<file path="config.mk">
export PLATFORM = sky130hd
export DESIGN_NAME = line_pixel_rasterizer
export DESIGN_NICKNAME = d
export VERILOG_FILES = /design/src/design/lpr_pkg.sv /design/src/design/lpr_front.sv /design/src/design/lpr_cmd_queue.sv /design/src/design/lpr_walker.sv /design/src/design/line_pixel_rasterizer.sv
export SDC_FILE = /design/constraint.sdc
export NUM_CORES = 1
export LEC_CHECK = 0
export BUFFER_PORTS_ARGS = -buffer_cell sky130_fd_sc_hd__buf_2
export CAP_MARGIN = 20
export CORE_UTILIZATION = 49
export DETAILED_ROUTE_END_ITERATION = 8
export PLACE_DENSITY = 0.63
export REMOVE_ABC_BUFFERS = 1
export SYNTH_ARGS = -nofsm -noshare
export SYNTH_HDL_FRONTEND = slang
export SYNTH_SLANG_ARGS = --single-unit
export TNS_END_PERCENT = 50
</file>
<file path="constraint.sdc">
create_clock -name clk -period 4.9 [get_ports clk]
set_input_delay 0.98 -clock clk [delete_from_list [all_inputs] [get_ports clk]]
set_output_delay 0.98 -clock clk [all_outputs]
set_load 0.02 [all_outputs]
</file>
<file path="src/design/lpr_pkg.sv">
`timescale 1ns / 1ps

package lpr_pkg;

  localparam int COORD_BITS = 6;
  localparam int REG_BITS   = COORD_BITS + 1;
  localparam int ERR_BITS   = COORD_BITS + 3;
  localparam int COLOUR_BITS = 32;
  localparam int CMD_DEPTH  = 4;
  localparam int INDEX_BITS = 2;

  localparam logic [INDEX_BITS-1:0] REG_IMAGE_WIDTH  = 2'd0;
  localparam logic [INDEX_BITS-1:0] REG_IMAGE_HEIGHT = 2'd1;

  localparam logic [REG_BITS-1:0] TILE_SIZE = REG_BITS'(1 << COORD_BITS);

  typedef struct packed {
    logic [COORD_BITS-1:0]  start_x;
    logic [COORD_BITS-1:0]  start_y;
    logic [COORD_BITS-1:0]  end_x;
    logic [COORD_BITS-1:0]  end_y;
    logic [COLOUR_BITS-1:0] colour;
  } line_cmd_t;

  typedef struct packed {
    logic [COORD_BITS-1:0]  pixel_x;
    logic [COORD_BITS-1:0]  pixel_y;
    logic [COLOUR_BITS-1:0] pixel_colour;
    logic                   visible;
    logic                   last;
  } pixel_t;

  // classified line as it waits between front and walker
  typedef struct packed {
    logic [COORD_BITS-1:0]      start_x;
    logic [COORD_BITS-1:0]      start_y;
    logic [COORD_BITS-1:0]      end_x;
    logic [COORD_BITS-1:0]      end_y;
    logic [COORD_BITS-1:0]      span_x;
    logic [COORD_BITS-1:0]      span_y;
    logic                       x_down;
    logic                       y_down;
    logic signed [ERR_BITS-1:0] error_term;
    logic [COLOUR_BITS-1:0]     colour;
  } line_entry_t;

  typedef struct packed {
    logic empty;
    logic full;
  } queue_status_t;

  typedef enum logic {
    ST_IDLE,
    ST_WALK
  } walk_state_t;

endpackage

</file>
<file path="src/design/lpr_front.sv">
`timescale 1ns / 1ps

module lpr_front (
  input  lpr_pkg::line_cmd_t   cmd,
  output lpr_pkg::line_entry_t entry
);

  logic [lpr_pkg::COORD_BITS-1:0] span_x;
  logic [lpr_pkg::COORD_BITS-1:0] span_y;
  logic                           x_down;
  logic                           y_down;

  always_comb begin
    x_down = !(cmd.start_x < cmd.end_x);
    y_down = !(cmd.start_y < cmd.end_y);
    span_x = x_down ? (cmd.start_x - cmd.end_x) : (cmd.end_x - cmd.start_x);
    span_y = y_down ? (cmd.start_y - cmd.end_y) : (cmd.end_y - cmd.start_y);
  end

  always_comb begin
    entry.start_x    = cmd.start_x;
    entry.start_y    = cmd.start_y;
    entry.end_x      = cmd.end_x;
    entry.end_y      = cmd.end_y;
    entry.span_x     = span_x;
    entry.span_y     = span_y;
    entry.x_down     = x_down;
    entry.y_down     = y_down;
    // initial error |dx| - |dy|
    entry.error_term = $signed({{(lpr_pkg::ERR_BITS - lpr_pkg::COORD_BITS){1'b0}}, span_x})
                     - $signed({{(lpr_pkg::ERR_BITS - lpr_pkg::COORD_BITS){1'b0}}, span_y});
    entry.colour     = cmd.colour;
  end

endmodule

</file>
<file path="src/design/lpr_cmd_queue.sv">
`timescale 1ns / 1ps

module lpr_cmd_queue #(
  parameter int DEPTH = lpr_pkg::CMD_DEPTH
) (
  input  logic                 clk,
  input  logic                 rst,
  input  logic                 wr,
  input  lpr_pkg::line_entry_t wr_entry,
  input  logic                 rd,
  output lpr_pkg::line_entry_t rd_entry,
  output lpr_pkg::queue_status_t status
);

  localparam int PTR_BITS   = (DEPTH > 1) ? $clog2(DEPTH) : 1;
  localparam int COUNT_BITS = $clog2(DEPTH + 1);
  localparam logic [PTR_BITS-1:0]   LAST_SLOT = PTR_BITS'(DEPTH - 1);
  localparam logic [COUNT_BITS-1:0] FULL_COUNT = COUNT_BITS'(DEPTH);

  lpr_pkg::line_entry_t mem [DEPTH];

  logic [PTR_BITS-1:0]   wr_ptr;
  logic [PTR_BITS-1:0]   rd_ptr;
  logic [COUNT_BITS-1:0] count;
  logic                  do_wr;
  logic                  do_rd;

  assign status.empty = (count == '0);
  assign status.full  = (count == FULL_COUNT);
  assign do_wr = wr && !status.full;
  assign do_rd = rd && !status.empty;
  assign rd_entry = mem[rd_ptr];

  always_ff @(posedge clk) begin
    if (do_wr) begin
      mem[wr_ptr] <= wr_entry;
    end
  end

  always_ff @(posedge clk) begin
    if (rst) begin
      wr_ptr <= '0;
      rd_ptr <= '0;
      count  <= '0;
    end else begin
      if (do_wr) begin
        wr_ptr <= (wr_ptr == LAST_SLOT) ? '0 : wr_ptr + 1'b1;
      end
      if (do_rd) begin
        rd_ptr <= (rd_ptr == LAST_SLOT) ? '0 : rd_ptr + 1'b1;
      end
      if (do_wr && !do_rd) begin
        count <= count + 1'b1;
      end else if (do_rd && !do_wr) begin
        count <= count - 1'b1;
      end
    end
  end

endmodule

</file>
<file path="src/design/lpr_walker.sv">
`timescale 1ns / 1ps

module lpr_walker (
  input  logic                            clk,
  input  logic                            rst,
  input  lpr_pkg::queue_status_t          q_status,
  input  lpr_pkg::line_entry_t            q_entry,
  output logic                            q_pop,
  input  logic [lpr_pkg::REG_BITS-1:0]    image_width,
  input  logic [lpr_pkg::REG_BITS-1:0]    image_height,
  output lpr_pkg::pixel_t                 pixel,
  output logic                            empty,
  input  logic                            pop
);

  localparam int CB = lpr_pkg::COORD_BITS;
  localparam int EB = lpr_pkg::ERR_BITS;

  lpr_pkg::walk_state_t state;
  lpr_pkg::walk_state_t state_next;

  logic [CB-1:0]          cursor_x;
  logic [CB-1:0]          cursor_y;
  logic [CB-1:0]          target_x;
  logic [CB-1:0]          target_y;
  logic [CB-1:0]          span_x;
  logic [CB-1:0]          span_y;
  logic                   x_down;
  logic                   y_down;
  logic signed [EB-1:0]   error_term;
  logic [CB-1:0]          count;
  logic [lpr_pkg::COLOUR_BITS-1:0] colour;
  logic                   out_valid;

  logic                   out_space;
  logic                   load;
  logic                   emit;
  logic                   final_px;
  logic signed [EB:0]     e2;
  logic signed [EB:0]     sx_w;
  logic signed [EB:0]     sy_w;
  logic signed [EB-1:0]   sx_e;
  logic signed [EB-1:0]   sy_e;
  logic                   step_x;
  logic                   step_y;

  assign out_space = !out_valid || pop;
  assign empty     = !out_valid;

  always_comb begin
    final_px = ((cursor_x == target_x) && (cursor_y == target_y)) || (count == '1);
    e2   = $signed({error_term, 1'b0});
    sx_w = $signed({{(EB + 1 - CB){1'b0}}, span_x});
    sy_w = $signed({{(EB + 1 - CB){1'b0}}, span_y});
    sx_e = $signed({{(EB - CB){1'b0}}, span_x});
    sy_e = $signed({{(EB - CB){1'b0}}, span_y});
    // y test uses the doubled error from before the x step
    step_x = (e2 >= -sy_w) && (cursor_x != target_x);
    step_y = (e2 <= sx_w) && (cursor_y != target_y);
  end

  always_comb begin
    state_next = state;
    case (state)
      lpr_pkg::ST_IDLE: begin
        if (!q_status.empty) begin
          state_next = lpr_pkg::ST_WALK;
        end
      end
      lpr_pkg::ST_WALK: begin
        if (out_space && final_px) begin
          state_next = lpr_pkg::ST_IDLE;
        end
      end
      default: state_next = lpr_pkg::ST_IDLE;
    endcase
  end

  always_comb begin
    load = 1'b0;
    emit = 1'b0;
    case (state)
      lpr_pkg::ST_IDLE: load = !q_status.empty;
      lpr_pkg::ST_WALK: emit = out_space;
      default: begin
        load = 1'b0;
        emit = 1'b0;
      end
    endcase
  end

  assign q_pop = load;

  always_ff @(posedge clk) begin
    if (rst) begin
      state     <= lpr_pkg::ST_IDLE;
      out_valid <= 1'b0;
    end else begin
      state <= state_next;
      if (emit) begin
        out_valid <= 1'b1;
      end else if (pop) begin
        out_valid <= 1'b0;
      end
    end
  end

  always_ff @(posedge clk) begin
    if (rst) begin
      cursor_x   <= '0;
      cursor_y   <= '0;
      target_x   <= '0;
      target_y   <= '0;
      span_x     <= '0;
      span_y     <= '0;
      x_down     <= 1'b0;
      y_down     <= 1'b0;
      error_term <= '0;
      count      <= '0;
    end else if (load) begin
      cursor_x   <= q_entry.start_x;
      cursor_y   <= q_entry.start_y;
      target_x   <= q_entry.end_x;
      target_y   <= q_entry.end_y;
      span_x     <= q_entry.span_x;
      span_y     <= q_entry.span_y;
      x_down     <= q_entry.x_down;
      y_down     <= q_entry.y_down;
      error_term <= q_entry.error_term;
      count      <= '0;
    end else if (emit && !final_px) begin
      if (step_x) begin
        cursor_x <= x_down ? cursor_x - 1'b1 : cursor_x + 1'b1;
      end
      if (step_y) begin
        cursor_y <= y_down ? cursor_y - 1'b1 : cursor_y + 1'b1;
      end
      error_term <= error_term - (step_x ? sy_e : '0) + (step_y ? sx_e : '0);
      count      <= count + 1'b1;
    end
  end

  always_ff @(posedge clk) begin
    if (load) begin
      colour <= q_entry.colour;
    end
  end

  always_ff @(posedge clk) begin
    if (emit) begin
      pixel.pixel_x      <= cursor_x;
      pixel.pixel_y      <= cursor_y;
      pixel.pixel_colour <= colour;
      pixel.visible      <= ({1'b0, cursor_x} < image_width) &&
                            ({1'b0, cursor_y} < image_height);
      pixel.last         <= final_px;
    end
  end

endmodule

</file>
<file path="src/design/line_pixel_rasterizer.sv">
`timescale 1ns / 1ps

// bresenham line rasterizer for a 64 by 64 tile, all octants
// command channel: a line (start point, end point, colour) is taken at a
//   rising edge with push high and full low; a four-entry command queue
//   sits between the classifying front and the pixel walker
// pixel channel: while empty is low the oldest pixel sits on pixel; it is
//   taken at a rising edge with pop high; the last pixel of a line has last set
// config: wr_en writes wr_data into image_width (index 0) or image_height
//   (index 1); other indexes are dropped; write only while the block is idle
// throughput: a line of n = max(|dx|,|dy|)+1 pixels (1 to 64) is walked at
//   one pixel per cycle while the output register has room, after the walker
//   loads it from the queue; the walker's single cursor/error step sets this
// first pixel: the command is queued, loaded by the walker, then registered
// reset: rst empties the queue, idles the walker, empties the output
//   register, and sets width and height to 64
// stall: with pop low the output register holds its pixel and the walker
//   waits; commands keep being taken until the queue fills

module line_pixel_rasterizer #(
  parameter int CMD_DEPTH = lpr_pkg::CMD_DEPTH
) (
  input  logic                              clk,
  input  logic                              rst,
  // command side
  input  logic                              push,
  output logic                              full,
  input  lpr_pkg::line_cmd_t                cmd,
  // pixel side
  output logic                              empty,
  input  logic                              pop,
  output lpr_pkg::pixel_t                   pixel,
  // config write port
  input  logic                              wr_en,
  input  logic [lpr_pkg::INDEX_BITS-1:0]    wr_index,
  input  logic [lpr_pkg::REG_BITS-1:0]      wr_data
);

  logic [lpr_pkg::REG_BITS-1:0] image_width;
  logic [lpr_pkg::REG_BITS-1:0] image_height;

  lpr_pkg::line_entry_t   front_entry;
  lpr_pkg::line_entry_t   q_entry;
  lpr_pkg::queue_status_t q_status;
  logic                   q_pop;

  // config registers
  always_ff @(posedge clk) begin
    if (rst) begin
      image_width  <= lpr_pkg::TILE_SIZE;
      image_height <= lpr_pkg::TILE_SIZE;
    end else if (wr_en) begin
      case (wr_index)
        lpr_pkg::REG_IMAGE_WIDTH:  image_width  <= wr_data;
        lpr_pkg::REG_IMAGE_HEIGHT: image_height <= wr_data;
        default: ;
      endcase
    end
  end

  // front: spans, step directions and initial error
  lpr_front u_front (
    .cmd   (cmd),
    .entry (front_entry)
  );

  assign full = q_status.full;

  // decouples command intake from the walk
  lpr_cmd_queue #(
    .DEPTH (CMD_DEPTH)
  ) u_queue (
    .clk      (clk),
    .rst      (rst),
    .wr       (push),
    .wr_entry (front_entry),
    .rd       (q_pop),
    .rd_entry (q_entry),
    .status   (q_status)
  );

  // back: one pixel per cycle into the output register while it has room
  lpr_walker u_walker (
    .clk          (clk),
    .rst          (rst),
    .q_status     (q_status),
    .q_entry      (q_entry),
    .q_pop        (q_pop),
    .image_width  (image_width),
    .image_height (image_height),
    .pixel        (pixel),
    .empty        (empty),
    .pop          (pop)
  );

endmodule

</file>
Word level (Yosys, flattened, before mapping):

Memory sizes are Yosys's and may differ from the RTL's. A register that Yosys moved wholly into a read port is not among the register bits.
Index checks and enable logic that the tools add are counted.

* output and inout port bits: 48
* memory bits (writable): 316
* memories kept: 1
* bits in read-only memories: 0
* latch bits: 0
* flip-flop bits (word level): 154

Memories
* u_queue.mem: depth 4, bits a word 79, read ports 1, clocked after Yosys merged registers in 1, wr ports 1, line lpr_cmd_queue.sv:20 `lpr_pkg::line_entry_t mem [DEPTH];`

* muxes and demuxes: 29
* eq/ne operators: 9
* multiply operators: 0
* reductions and logical operators: 32
* bitwise operators: 1
* magnitude comparators: 6
* add/sub/neg operators: 17
* div/mod/pow operators: 0
* shift operators: 0

Operator list (count)
* $mux 6: 12
* $sub 6x6->6: 4
* $add 6x1->6 const B: 3
* $mux 9: 2
* $lt 6x7->1: 2
* $eq 6x6->1: 2
* $lt 6x6->1: 2
* $ne 6x6->1: 2
* $sub 6x1->6 const B: 2
* $ge 10x10->1: 1
* $le 10x7->1: 1
* $logic_and 1x1->1: 10
* $neg 6->10: 1
* $reduce_bool 2->1: 5
* $add 9x9->9: 1
* $sub 9x9->9: 1
* $logic_not 1->1: 8
* $mux 1: 8
* $mux 2: 4
* $reduce_and 2->1: 4
* $sub 6x6->7: 1
* $eq 6x6->1 const B: 1
* $mux 3: 2
* $add 2x1->2 const B: 2
* other kinds (11): 13

Depth between registers and ports, before layout:

Gate-level depths: netlist (run 1).

* word-level depth: 8
* gate-level depth with buffers: 19
* mapped depth without buffers: 19

Cells and area by module:

A second synthesis (run 1) with hierarchy kept.

* cell total of the unflattened synthesis: 1300
* area total of the unflattened synthesis: 20388.3 µm²

Modules (own cells, without submodules)
* lpr_cmd_queue: cells an instance 463, sequential area each 9669.3 µm², instances 1, area each 11855.1 µm²
* lpr_walker: cells an instance 575, sequential area each 3443.3 µm², instances 1, area each 6347.3 µm²
* lpr_front: cells an instance 205, sequential area each 0.0 µm², instances 1, area each 1591.5 µm²
* line_pixel_rasterizer: cells an instance 57, sequential area each 280.3 µm², instances 1, area each 594.3 µm²

Worst setup path after synthesis (run 1):

OpenSTA, ideal clock, no wires.

* path kind: reg-to-reg
* from: register u_walker.span_y[2]
* to: register u_walker.error_term[6]
* stages on the path, launching flop included: 19
* required time: 4.830 ns
* clock period less this slack: 4.090 ns
* slack: 0.810 ns
* arrival time: 4.020 ns
* buffers on the path: 0
* cells stage by stage: dfxtp_1 -> nor3_1 -> nand3_1 -> nor2_1 -> ha_1 -> a21o_1 -> a2111oi_0 -> o221a_2 -> nor2_1 -> and2_1 -> fa_1 -> inv_1 -> ha_1 -> a211oi_1 -> nor2_1 -> o31ai_1 -> a21boi_0 -> mux2i_1 -> a21oi_1

* cells in the longest elaborated chain, start to end: 8

Ends and longest elaborated chain
* start: declaration: line lpr_walker.sv:27 `logic [CB-1:0] span_y;`
* start signal: assignment: line lpr_walker.sv:126 `span_y <= q_entry.span_y;`
* $neg 6->10: line lpr_walker.sv:58 `step_x = (e2 >= -sy_w) && (cursor_x != target_x);`
* $ge 10x10->1: line lpr_walker.sv:58
* $logic_and 1x1->1: line lpr_walker.sv:58
* $mux 6 (*): line lpr_walker.sv:138 `error_term <= error_term - (step_x ? sy_e : '0) + (step_y ? sx_e : '0);`
* $sub 9x9->9 (*): line lpr_walker.sv:138
* $add 9x9->9 (*): line lpr_walker.sv:138
* $mux 9 (*): line lpr_walker.sv:131 `end else if (emit && !final_px) begin`
* $mux 9 (*): line lpr_walker.sv:120 `end else if (load) begin`
* end signal: assignment: line lpr_walker.sv:129 `error_term <= q_entry.error_term;`
* end signal: assignment: line lpr_walker.sv:138
* end: declaration: line lpr_walker.sv:30 `logic signed [EB-1:0] error_term;`

Mark *: on every way between the ends. The rest lies on a longest branch, timed or not. The select of a mux whose other input is x is not followed.
A chain may end at the register's enable or synchronous reset.

Final worst setup path (run 1):

Ends and elaborated chain as after synthesis.

==> results by group, run 1 <==
Die
  • Die height: 202 um
  • FP Rows: 73
  • Initial Util: 0.496
  • Core Footprint: 39600 um^2
  • Full die area: 40900 um^2
  • IO Pins: 118
  • Die width: 202 um

Route
  • Antenna viol nets, final: 0
  • Final WL: 39.4 mm
  • Vias/cell: 5.48
  • DR vias: 10800
  • DRC: 2
  • Drt wl/cell: 20.0 um
  • Pre-antenna DRT Iters: 7
  • Iter 0 DRT Violations: 690

Synthesis
  • Mapped Area: 19700 um^2
  • Post-synth ARST share: 0
  • Synth Register Bits: 464
  • Syn. warnings: 0
  • Sequential element share of the synthesized area: 0.669
  • Netlist cell types: 59
  • Share of the synthesized area in the top cell type: 0.590
  • Commonest cells in the netlist: edfxtp_1 (386), inv_1 (95), nand2_1 (94)
  • Syn_area_per_cell: 15.4 um^2
  • Top FF cell, synth: edfxtp_1
  • EDFF count, synth: 386
  • Most area-hungry cell type in the Yosys netlist: edfxtp_1
  • Most area-consuming cells after synthesis: edfxtp_1 (59%), mux4_2 (8.8%), dfxtp_1 (7.9%), ha_1 (4.9%), inv_1 (1.8%)
  • Syn Inst Count: 1277
  • Top-count cell post-synth: edfxtp_1

Clock tree
  • Clk sink count: 464
  • Max clock buf depth: 3
  • CTS tree: built
  • CTS Buf Count: 49
  • Clock root cell: clkbuf_16
  • Hold Buf Count CTS: 0
  • H-tree lvl count: 2
  • Later-pin clock latency in the skew report: 0.59 ns
  • Clock transition at path regs: 0.06 ns

Worst hold path
  • Hold Path Class: flop to flop

Timing
  • Fin crit period: 4.49 ns
  • Final setup violating endpoints: 0
  • Final hold slack: 0.416 ns
  • Endpoints failing hold: 0
  • Setup TNS: 0 ns
  • Slew Limit Fails: 0
  • Worst Max-Slew Pin Slew: 1.04 ns
  • Slew margin rel.: 0.304
  • Fmax: 0.223 GHz
  • Final worst path period share: 0.916
  • RSZ-0062 raised after global routing: no
  • Setup Skew: 0.00961 ns

Run status
  • Status: finished, violations left
  • Failing checks: design-rule violations

Setup path
  • Critical path type: flop to flop
  • Most frequent CP cell: nor2_1
  • Crit path capture type: flop
  • Family with the most delay on the worst path: compound AO/OA/AOI/OAI gates
  • Crit-path max cell delay: 0.50 ns
  • CP Launch Type: flop
  • CP arrival: 5.00 ns
  • Critical path's slowest cell: fa_1
  • Required time worst endpoint: 5.41 ns
  • Crit Path Max Fanout: 6
  • Critical path cell sequence: nor3_2 > nand3_1 > nor2_1 > ha_1 > a21o_1 > a2111oi_0 > o221a_2 > nor2_1 > and2_1 > fa_1 > inv_1 > ha_1 > a211oi_1 > nor2_1 > o31ai_1 > a21boi_0 > mux2i_1 > a21oi_1
  • Buf/Inv on CP: 1

Pwr
  • Leakage: 0.00811 uW
  • Register share of total power: 0.419
  • Logic pwr share: 0.329
  • Int Pwr: 9230 uW
  • Clock share of power: 0.252
  • Net Sw Frac: 0.334
  • Net Sw Power: 4620 uW
  • Cell Pwr Density: 617 nW/um^2
  • Peak supply drop: 0.314 mV

Global route
  • Total grt overflow: 0
  • First-pass GRT wire length: 62.4 mm
  • Gr usage total: 0.199
  • Initial antenna violation count: 0
  • Largest net degree at the start of global routing: 60
  • Number of global-route vias before repair: 11000

Finish
  • # diodes: 0
  • Post-Layout Inst Area: 22400 um^2
  • Layout area overhead: 14.1%
  • Final nets: 1574
  • Share of cells above drive strength 1: 0.206

Placement
  • Routability cong.: 0.870
  • Placed cell area: 20900 um^2
  • HPWL after DPL: 24.8 mm
  • # port buffers: 117

Run
  • Max cap viols: 0
## power groups by stage
| stage | Clock, uW | Combinational [uW] | Sequential [uW] |
|---|---|---|---|
| after CTS | 3580 | 4590 | 5820 |
| after floorplan | 0 | 3100 | 5980 |
| after global routing | 3730 | 5080 | 5900 |
| after detailed placement | 0 | 4570 | 5900 |
| final | 3490 | 4560 | 5810 |
| after global placement | 0 | 4480 | 5870 |
## per-layer routing
layer / wire [um] / track usage / up-vias
met5: 0 / 0 / -
met4: 786 / 0.0623 / 0
met3: 1740 / 0.0302 / 59
met2: 18800 / 0.317 / 215
met1: 18100 / 0.281 / 5469
li1: - / - / 5082
## cells by family after synthesis
group,after synthesis,synth area share
and+or+nand+nor,248,0.0574
buffers and inverters,144,0.0283
AOI/OAI and AO/OA,187,0.0628
adders and majority gates,91,0.0633
DFF,464,0.669
muxes,99,0.0996
xor gates and xnor gates,44,0.0196
## repair_timing
item,4_1_cts,5_1_grt
setup endpoints to repair,0,4
endpoints found under the hold margin,0,0
gates resized for setup,0,1
setup buffers,0,1
## state kept, by name, indices dropped and copies added, names as in the netlist, named ones only
name                 cells
u_walker.state           1
u_walker.cursor_x        6
u_walker.span_x          6
u_queue.wr_ptr           2
u_queue.rd_ptr           2
u_walker.count           6
u_walker.x_down          1
u_walker.target_y        6
image_height             7
image_width              7
u_queue.mem            308
u_walker.pixel          46
u_walker.target_x        6
u_walker.colour         32
u_walker.out_valid       1
u_walker.cursor_y        6
u_walker.error_term      9
u_walker.span_y          6
u_queue.count            3
u_walker.y_down          1
## path summary, 6_finish.rpt
check / startpoint / slack (ns) / to / cells past startpoint
max: u_walker.span_y[2] / 0.41 / u_walker.error_term[6] / 18
min: u_walker.colour[2] / 0.42 / u_walker.pixel[4] / 0
max reg2reg: u_walker.span_y[2] / 0.41 / u_walker.error_term[6] / 18
min reg2reg: u_walker.colour[2] / 0.42 / u_walker.pixel[4] / 0
## metrics by stage
stage	utilization	setup WS [ns]	power, uW	cells
floorplan	-	0.556	9080	1228
global placement	0.528	0.328	10400	1886
detailed placement	0.528	0.175	10500	1886
CTS	0.566	0.287	14000	1973
global route	0.566	0.0320	14700	1974
finish	0.566	0.411	13900	1974
## cell type report
class | count | area [um^2]
fillers | 3212 | 17200
flip-flops and latches | 464 | 13200
multi-input cells | 669 | 5970
clock buffers | 68 | 1330
repair buffers | 134 | 788
well taps | 525 | 657
inverters | 95 | 357
clock inverters | 19 | 178
## cells in the final DEF (no fill, tap or decap), drive strengths merged, types with 4 or more instances in the layout
master  count
mux2i      19
nor3       16
and2       12
a21oi      62
o21a        6
or3         5
nand2      94
a211o       4
ha         77
edfxtp    386
nor4        4
a211oi     13
xnor2      32
clkinv     11
clkbuf     68
nor3b       6
nand2b      7
dfxtp      78
a21o       21
nand3      11
o211ai     11
inv        99
nor2       69
o21ai      30
nor2b       5
a311oi     10
xor2       12
mux4       77
or2         5
buf       134
nand4       7
fa         14
Power figures use the tool's default switching activity.
==> run 2: changes to the inputs <==
--- a/config.mk
+++ b/config.mk
@@ -5,6 +5,7 @@
 export SDC_FILE = /design/constraint.sdc
 export NUM_CORES = 1
 export LEC_CHECK = 0
+export ABC_AREA = 1
 export BUFFER_PORTS_ARGS = -buffer_cell sky130_fd_sc_hd__buf_2
 export CAP_MARGIN = 20
 export CORE_UTILIZATION = 49
==> run 2 against run 1 <==
  * The run now ends clean
  * Synthesized cell count is 37% higher
  * First-iteration DRC count grew 36%
  * Non-clock buffer count up 2
  * Maximum frequency increased by 11%
  * Sequential power grew 0.9%
  * Global-route usage increased by 2.2 points
  * Clock skew is 0.0063 ns higher
  * Clock power shrank 1%
  * Cell count rose by 23%
  * Sequential cell count unchanged
  * Power increased by 5.3%
==> results by group, run 2 <==
Finish
  • Most common cell after layout, fill and taps aside: edfxtp_1
  • Commonest cells after routing, fill and taps aside: edfxtp_1 (386), nor2_1 (266), o21ai_0 (220)
  • Largest register by flop count: u_queue.mem
  • Largest register FFs: 308
  • Share of cells above drive strength 1: 0.125
  • Largest regs: u_queue.mem x308, u_walker.pixel x46, u_walker.colour x32
  • Layout area overhead: 13.1%
  • Filler instances: 3363
  • Non-filler cells, final: 2430
  • Footprint of the multi-input gates: 5900 um^2
  • Final nets: 2026
  • Reg area: 13200 um^2

Placement
  • Dpl cells: 2341
  • Placement Setup Slack: 0.627 ns
  • HPWL after DPL: 26.5 mm
  • # port buffers: 117
  • Routability cong.: 0.875

Setup path
  • Required time worst endpoint: 5.37 ns
  • CP arrival: 4.51 ns
  • Critical path type: flop to flop
  • Crit Path Max Fanout: 7
  • CP Launch Type: flop
  • Crit path capture type: flop

Synthesis
  • Syn Inst Count: 1751
  • EDFF count, synth: 386
  • Commonest cells in the netlist: edfxtp_1 (386), nor2_1 (270), o21ai_0 (220)
  • Netlist cell types: 48
  • Syn. warnings: 0
  • Sequential element share of the synthesized area: 0.659
  • Top FF cell, synth: edfxtp_1
  • Share of the synthesized area in the top cell type: 0.581
  • Post-synth ARST share: 0
  • Most area-consuming cells after synthesis: edfxtp_1 (58%), dfxtp_1 (7.8%), o21ai_0 (5.5%), nor2_1 (5.1%), ha_1 (4.8%)
  • Most area-hungry cell type in the Yosys netlist: edfxtp_1
  • Syn_area_per_cell: 11.4 um^2
  • Synth Register Bits: 464
  • Top-count cell post-synth: edfxtp_1
  • Mapped Area: 20000 um^2

Timing
  • Endpoints failing hold: 0
  • Setup WS post-layout: 0.853 ns
  • RSZ-0062 raised after global routing: no
  • Fin crit period: 4.05 ns
  • Slew Limit Fails: 0
  • Slew margin rel.: 0.374
  • Final setup violating endpoints: 0
  • Final worst path period share: 0.826
  • Setup Skew: 0.0159 ns
  • Fmax: 0.247 GHz
  • Worst Max-Slew Pin Slew: 0.938 ns

Clock tree
  • Clock transition at path regs: 0.06 ns
  • Max clock buf depth: 3
  • Hold Buf Count CTS: 0
  • Number of setup buffers added after CTS: 0
  • Post-CTS sizing: 0
  • Clk sink count: 464
  • Clock root cell: clkbuf_16
  • CTS Buf Count: 47
  • Later-pin clock latency in the skew report: 0.59 ns
  • H-tree lvl count: 2
  • CTS tree: built

Route
  • DRC: 0
  • Pre-antenna DRT Iters: 5
  • Highest metal used: met5
  • Vias/cell: 5.36
  • Metal3 WL: 2.64 mm
  • Final WL: 44.6 mm
  • Wire length on met2: 21.5 mm
  • Iter 0 DRT Violations: 935
  • Met1 Wirelength: 19.6 mm
  • DR vias: 13000
  • Antenna viol nets, final: 0
  • Drt wl/cell: 18.3 um

Pwr
  • Cell Pwr Density: 646 nW/um^2
  • Register share of total power: 0.402
  • Net Sw Frac: 0.381
  • Peak supply drop: 0.426 mV
  • Logic pwr share: 0.362
  • Int Pwr: 9030 uW
  • Net Sw Power: 5550 uW
  • Leakage: 0.00870 uW
  • Clock share of power: 0.236

Run
  • Max cap viols: 0

Run status
  • Status: completed

Die
  • IO Pins: 118
  • Core Footprint: 39900 um^2
  • FP Rows: 73
  • Initial Util: 0.500
  • Die height: 204 um
  • Die width: 204 um
  • Full die area: 41500 um^2

Worst hold path
  • Hold Path Class: flop to flop

Global route
  • Initial antenna violation count: 6
  • First-pass GRT wire length: 70.0 mm
  • Number of global-route vias before repair: 12700
  • Total grt overflow: 0
  • Gr usage total: 0.221
  • Largest net degree at the start of global routing: 96
[run 2: logic make-up after synthesis]
family	synth area share
flip-flops	0.659
adder cells (fa/ha/maj)	0.0623
buffers and inverters	0.0467
AND/OR/NAND/NOR	0.106
AO/OA/AOI/OAI	0.110
XOR/XNOR	0.0154
[run 2: power groups by stage]
stage / logic, uW / registers (uW) / clock network [uW]
3_3_place_gp: 5180 / 5920 / 0
4_1_cts: 5310 / 5870 / 3520
2_1_floorplan: 3550 / 6030 / 0
6_report: 5280 / 5860 / 3440
5_1_grt: 6000 / 5950 / 3670
3_5_place_dp: 5280 / 5940 / 0
[run 2: cell type report]
cell class	instances	area share
sequential	464	0.583
antenna	3	0.000333
tap	525	0.0291
multi-input combinational	1051	0.261
clock inverter	27	0.0101
inverter	165	0.0277
clock buffer	59	0.0560
timing repair buffer	136	0.0323
[run 2: worst paths after layout]
| path | startpoint | endpoint | slack (ns) | cells after the start |
|---|---|---|---|---|
| worst min-delay path | u_walker.colour[12] | u_walker.pixel[14] | 0.41 | 0 |
| worst max-delay path | u_walker.span_y[1] | u_walker.error_term[6] | 0.85 | 21 |
| worst min register to register | u_walker.colour[12] | u_walker.pixel[14] | 0.41 | 0 |
| worst max register to register | u_walker.span_y[1] | u_walker.error_term[6] | 0.85 | 21 |
[run 2: critical path, cell delays in order, from the launching register on]
cell and delay (ns):
dfxtp_1 0.37, nor3_1 0.33, nand3_1 0.19, xor2_1 0.18, ha_1 0.30, nand2_1 0.06, nor2_1 0.13, nand3_1 0.11
nand4_1 0.10, nand3_1 0.13, nand2_2 0.17, nor2_1 0.08, fa_1 0.50, inv_1 0.07, fa_1 0.46, nand3_1 0.10
nand2_1 0.11, a21o_1 0.18, o21ai_0 0.15, nand2_1 0.07, nor2_1 0.09, nor2_1 0.05
[run 2: stage by stage]
step                setup TNS (ns)  total power, uW  instance area [um^2]   util  hold slack, ns
floorplan                   -31.98             9580                 19600      -           0.400
global placement                 0            11100                 21100  0.528           0.400
detailed placement               0            11200                 21100  0.528           0.405
CTS                              0            14700                 22600  0.565           0.416
global route                     0            15600                 22600  0.565           0.418
finish                           0            14600                 22600  0.565           0.413
[run 2: layer usage]
layer,up-vias,GRT usage
met3,63,0.0455
met4,8,0.0556
met1,6249,0.290
met5,-,0
li1,6364,-
met2,335,0.374
==> run 3: changes to the inputs <==
==> constraint.sdc (replaced) <==
create_clock -name clk -period 3.85 [get_ports clk]
set_input_delay 0.77 -clock clk [delete_from_list [all_inputs] [get_ports clk]]
set_output_delay 0.77 -clock clk [all_outputs]
set_load 0.02 [all_outputs]
==> run 3 against run 2 <==
  * Via count increased by 2.1%
  * Largest cell class unchanged
  * Combinational power increased by 50%
  * Largest power group is now combinational logic
  * Clock-buffer cell count increased by 3
  * Sequential share of layout area decreased by 1.7 points
==> results by group, run 3 (same netlist as run 2, synthesis figures left out) <==
Run status
  • Status: completed

Route
  • Pre-antenna DRT Iters: 7
  • Drt wl/cell: 18.3 um
  • DR vias: 13300
  • Iter 0 DRT Violations: 905
  • Final WL: 45.3 mm
  • DRC: 0
  • Vias/cell: 5.38
  • Antenna viol nets, final: 0

Die
  • IO Pins: 118
  • Full die area: 41500 um^2
  • Initial Util: 0.500
  • Die width: 204 um
  • Die height: 204 um
  • FP Rows: 73
  • Core Footprint: 39900 um^2

Setup path
  • Buf/Inv on CP: 3
  • CP Launch Type: flop
  • Crit-path max cell delay: 0.42 ns
  • Critical path's slowest cell: fa_1
  • Critical path cell sequence: nor3_4 > nand3_2 > xor2_1 > ha_1 > nand2_2 > nor2_2 > nand3_1 > nand3_1 > nand2_1 > nand3_2 > nand2_4 > buf_6 > nor2_2 > fa_1 > inv_1 > ha_4 > inv_1 > o21bai_2 > a31oi_1 > nand2_1 > xnor2_1 > a21oi_1 > nor2_1
  • Crit path capture type: flop
  • RR Startpoint: u_walker.span_y[0]
  • Required time worst endpoint: 4.33 ns
  • Crit Path Max Fanout: 6
  • CP arrival: 4.13 ns
  • Critical path origin: u_walker.span_y[0]
  • Family with the most delay on the worst path: simple AND/OR/NAND/NOR gates
  • Critical path type: flop to flop

Timing
  • Fmax: 0.274 GHz
  • Slew Limit Fails: 0
  • Worst Max-Slew Pin Slew: 1.03 ns
  • Final setup violating endpoints: 0
  • Setup Skew: 0.0248 ns
  • Fin crit period: 3.65 ns
  • Setup WS post-layout: 0.198 ns
  • Final worst path period share: 0.949
  • Endpoints failing hold: 0
  • Slew margin rel.: 0.313
  • Final hold slack: 0.395 ns
  • RSZ-0062 raised after global routing: yes

Finish
  • Layout area overhead: 16.5%
  • Largest register by flop count: u_queue.mem
  • Core Util, Final: 0.582
  • Largest register FFs: 308
  • Final nets: 2067
  • Largest regs: u_queue.mem x308, u_walker.pixel x46, u_walker.colour x32
  • Share of cells above drive strength 1: 0.162
  • Commonest cells after routing, fill and taps aside: edfxtp_1 (386), nor2_1 (261), o21ai_0 (217)
  • Most common cell after layout, fill and taps aside: edfxtp_1

Clock tree
  • CTS tree: built
  • Clock transition at path regs: 0.06 ns
  • Later-pin clock latency in the skew report: 0.59 ns
  • Clk sink count: 464
  • Max clock buf depth: 3
  • CTS Buf Count: 48
  • Clock root cell: clkbuf_16
  • Hold Buf Count CTS: 0
  • H-tree lvl count: 2

Global route
  • Initial antenna violation count: 3
  • Gr usage total: 0.222
  • Total grt overflow: 0
  • Number of global-route vias before repair: 12900
  • First-pass GRT wire length: 70.6 mm
  • Largest net degree at the start of global routing: 106

Pwr
  • Cell Pwr Density: 854 nW/um^2
  • Leakage: 0.00901 uW
  • Peak supply drop: 0.602 mV

Worst hold path
  • Hold Path Class: primary input to flop
  • Worst Hold Launch: cmd[6]

Placement
  • Placement Setup Slack: -0.0739 ns
  • Routability cong.: 0.857
  • HPWL after DPL: 27.8 mm
  • # port buffers: 117

Run
  • Max cap viols: 0
-- run 3: final timing paths --
check / cells past startpoint / end / slack [ns]
worst max register to register: 23 / u_walker.error_term[8] / 0.20
worst min register to register: 0 / u_walker.pixel[7] / 0.41
worst max-delay path: 23 / u_walker.error_term[8] / 0.20
worst min-delay path: 1 / u_queue.mem[3][6] / 0.39
-- run 3: timing repair --
item,4_1_cts,5_1_grt
pin swaps,1,9
endpoints found under the setup margin,2,7
endpoints found under the hold margin,0,0
resized for setup,3,43
buffers inserted,2,3
-- run 3: where the power goes --
group / switching (uW) / total, uW / internal (uW)
clock network: 1910 / 4600 / 2690
registers: 521 / 7340 / 6820
logic: 5080 / 7900 / 2820
total: 7510 / 19800 / 12300
-- run 3: metal layers --
metal  vias to the layer above  track usage  routed length (um)
met3                        76       0.0462                2840
li1                       6429            -                   -
met2                       346        0.355               20800
met4                         4       0.0720                1050
met1                      6441        0.304               20600
met5                         -            0                  25
-- run 3: cell type report --
type	count	area [um^2]
Tap cell	525	657
Clock buffer	62	1310
Multi-Input combinational cell	1051	6060
Antenna cell	1	2.50
Fill cell	3217	16700
Timing Repair Buffer	176	1160
Sequential cell	464	13200
Inverter	165	624
Clock inverter	27	264
-- run 3: metrics by stage --
step	area, um^2	setup TNS, ns	instances	total power (uW)
detailed placement	21500	-0.335	2376	14600
finish	23200	0	2471	19800
CTS	23100	0	2467	19300
global placement	21500	0	2376	14400
global route	23200	-0.243	2471	21100
floorplan	19600	-372.75	1680	12200
-- run 3: worst reg2reg max path, stage by stage, from the launching register on --
cell	delay [ns]
dfxtp_2	0.34
nor3_4	0.21
nand3_2	0.13
xor2_1	0.16
ha_1	0.31
nand2_2	0.07
nor2_2	0.14
nand3_1	0.11
nand3_1	0.10
nand2_1	0.06
nand3_2	0.10
nand2_4	0.08
buf_6	0.13
nor2_2	0.12
fa_1	0.42
inv_1	0.12
ha_4	0.22
inv_1	0.10
o21bai_2	0.09
a31oi_1	0.14
nand2_1	0.08
xnor2_1	0.12
a21oi_1	0.12
nor2_1	0.05
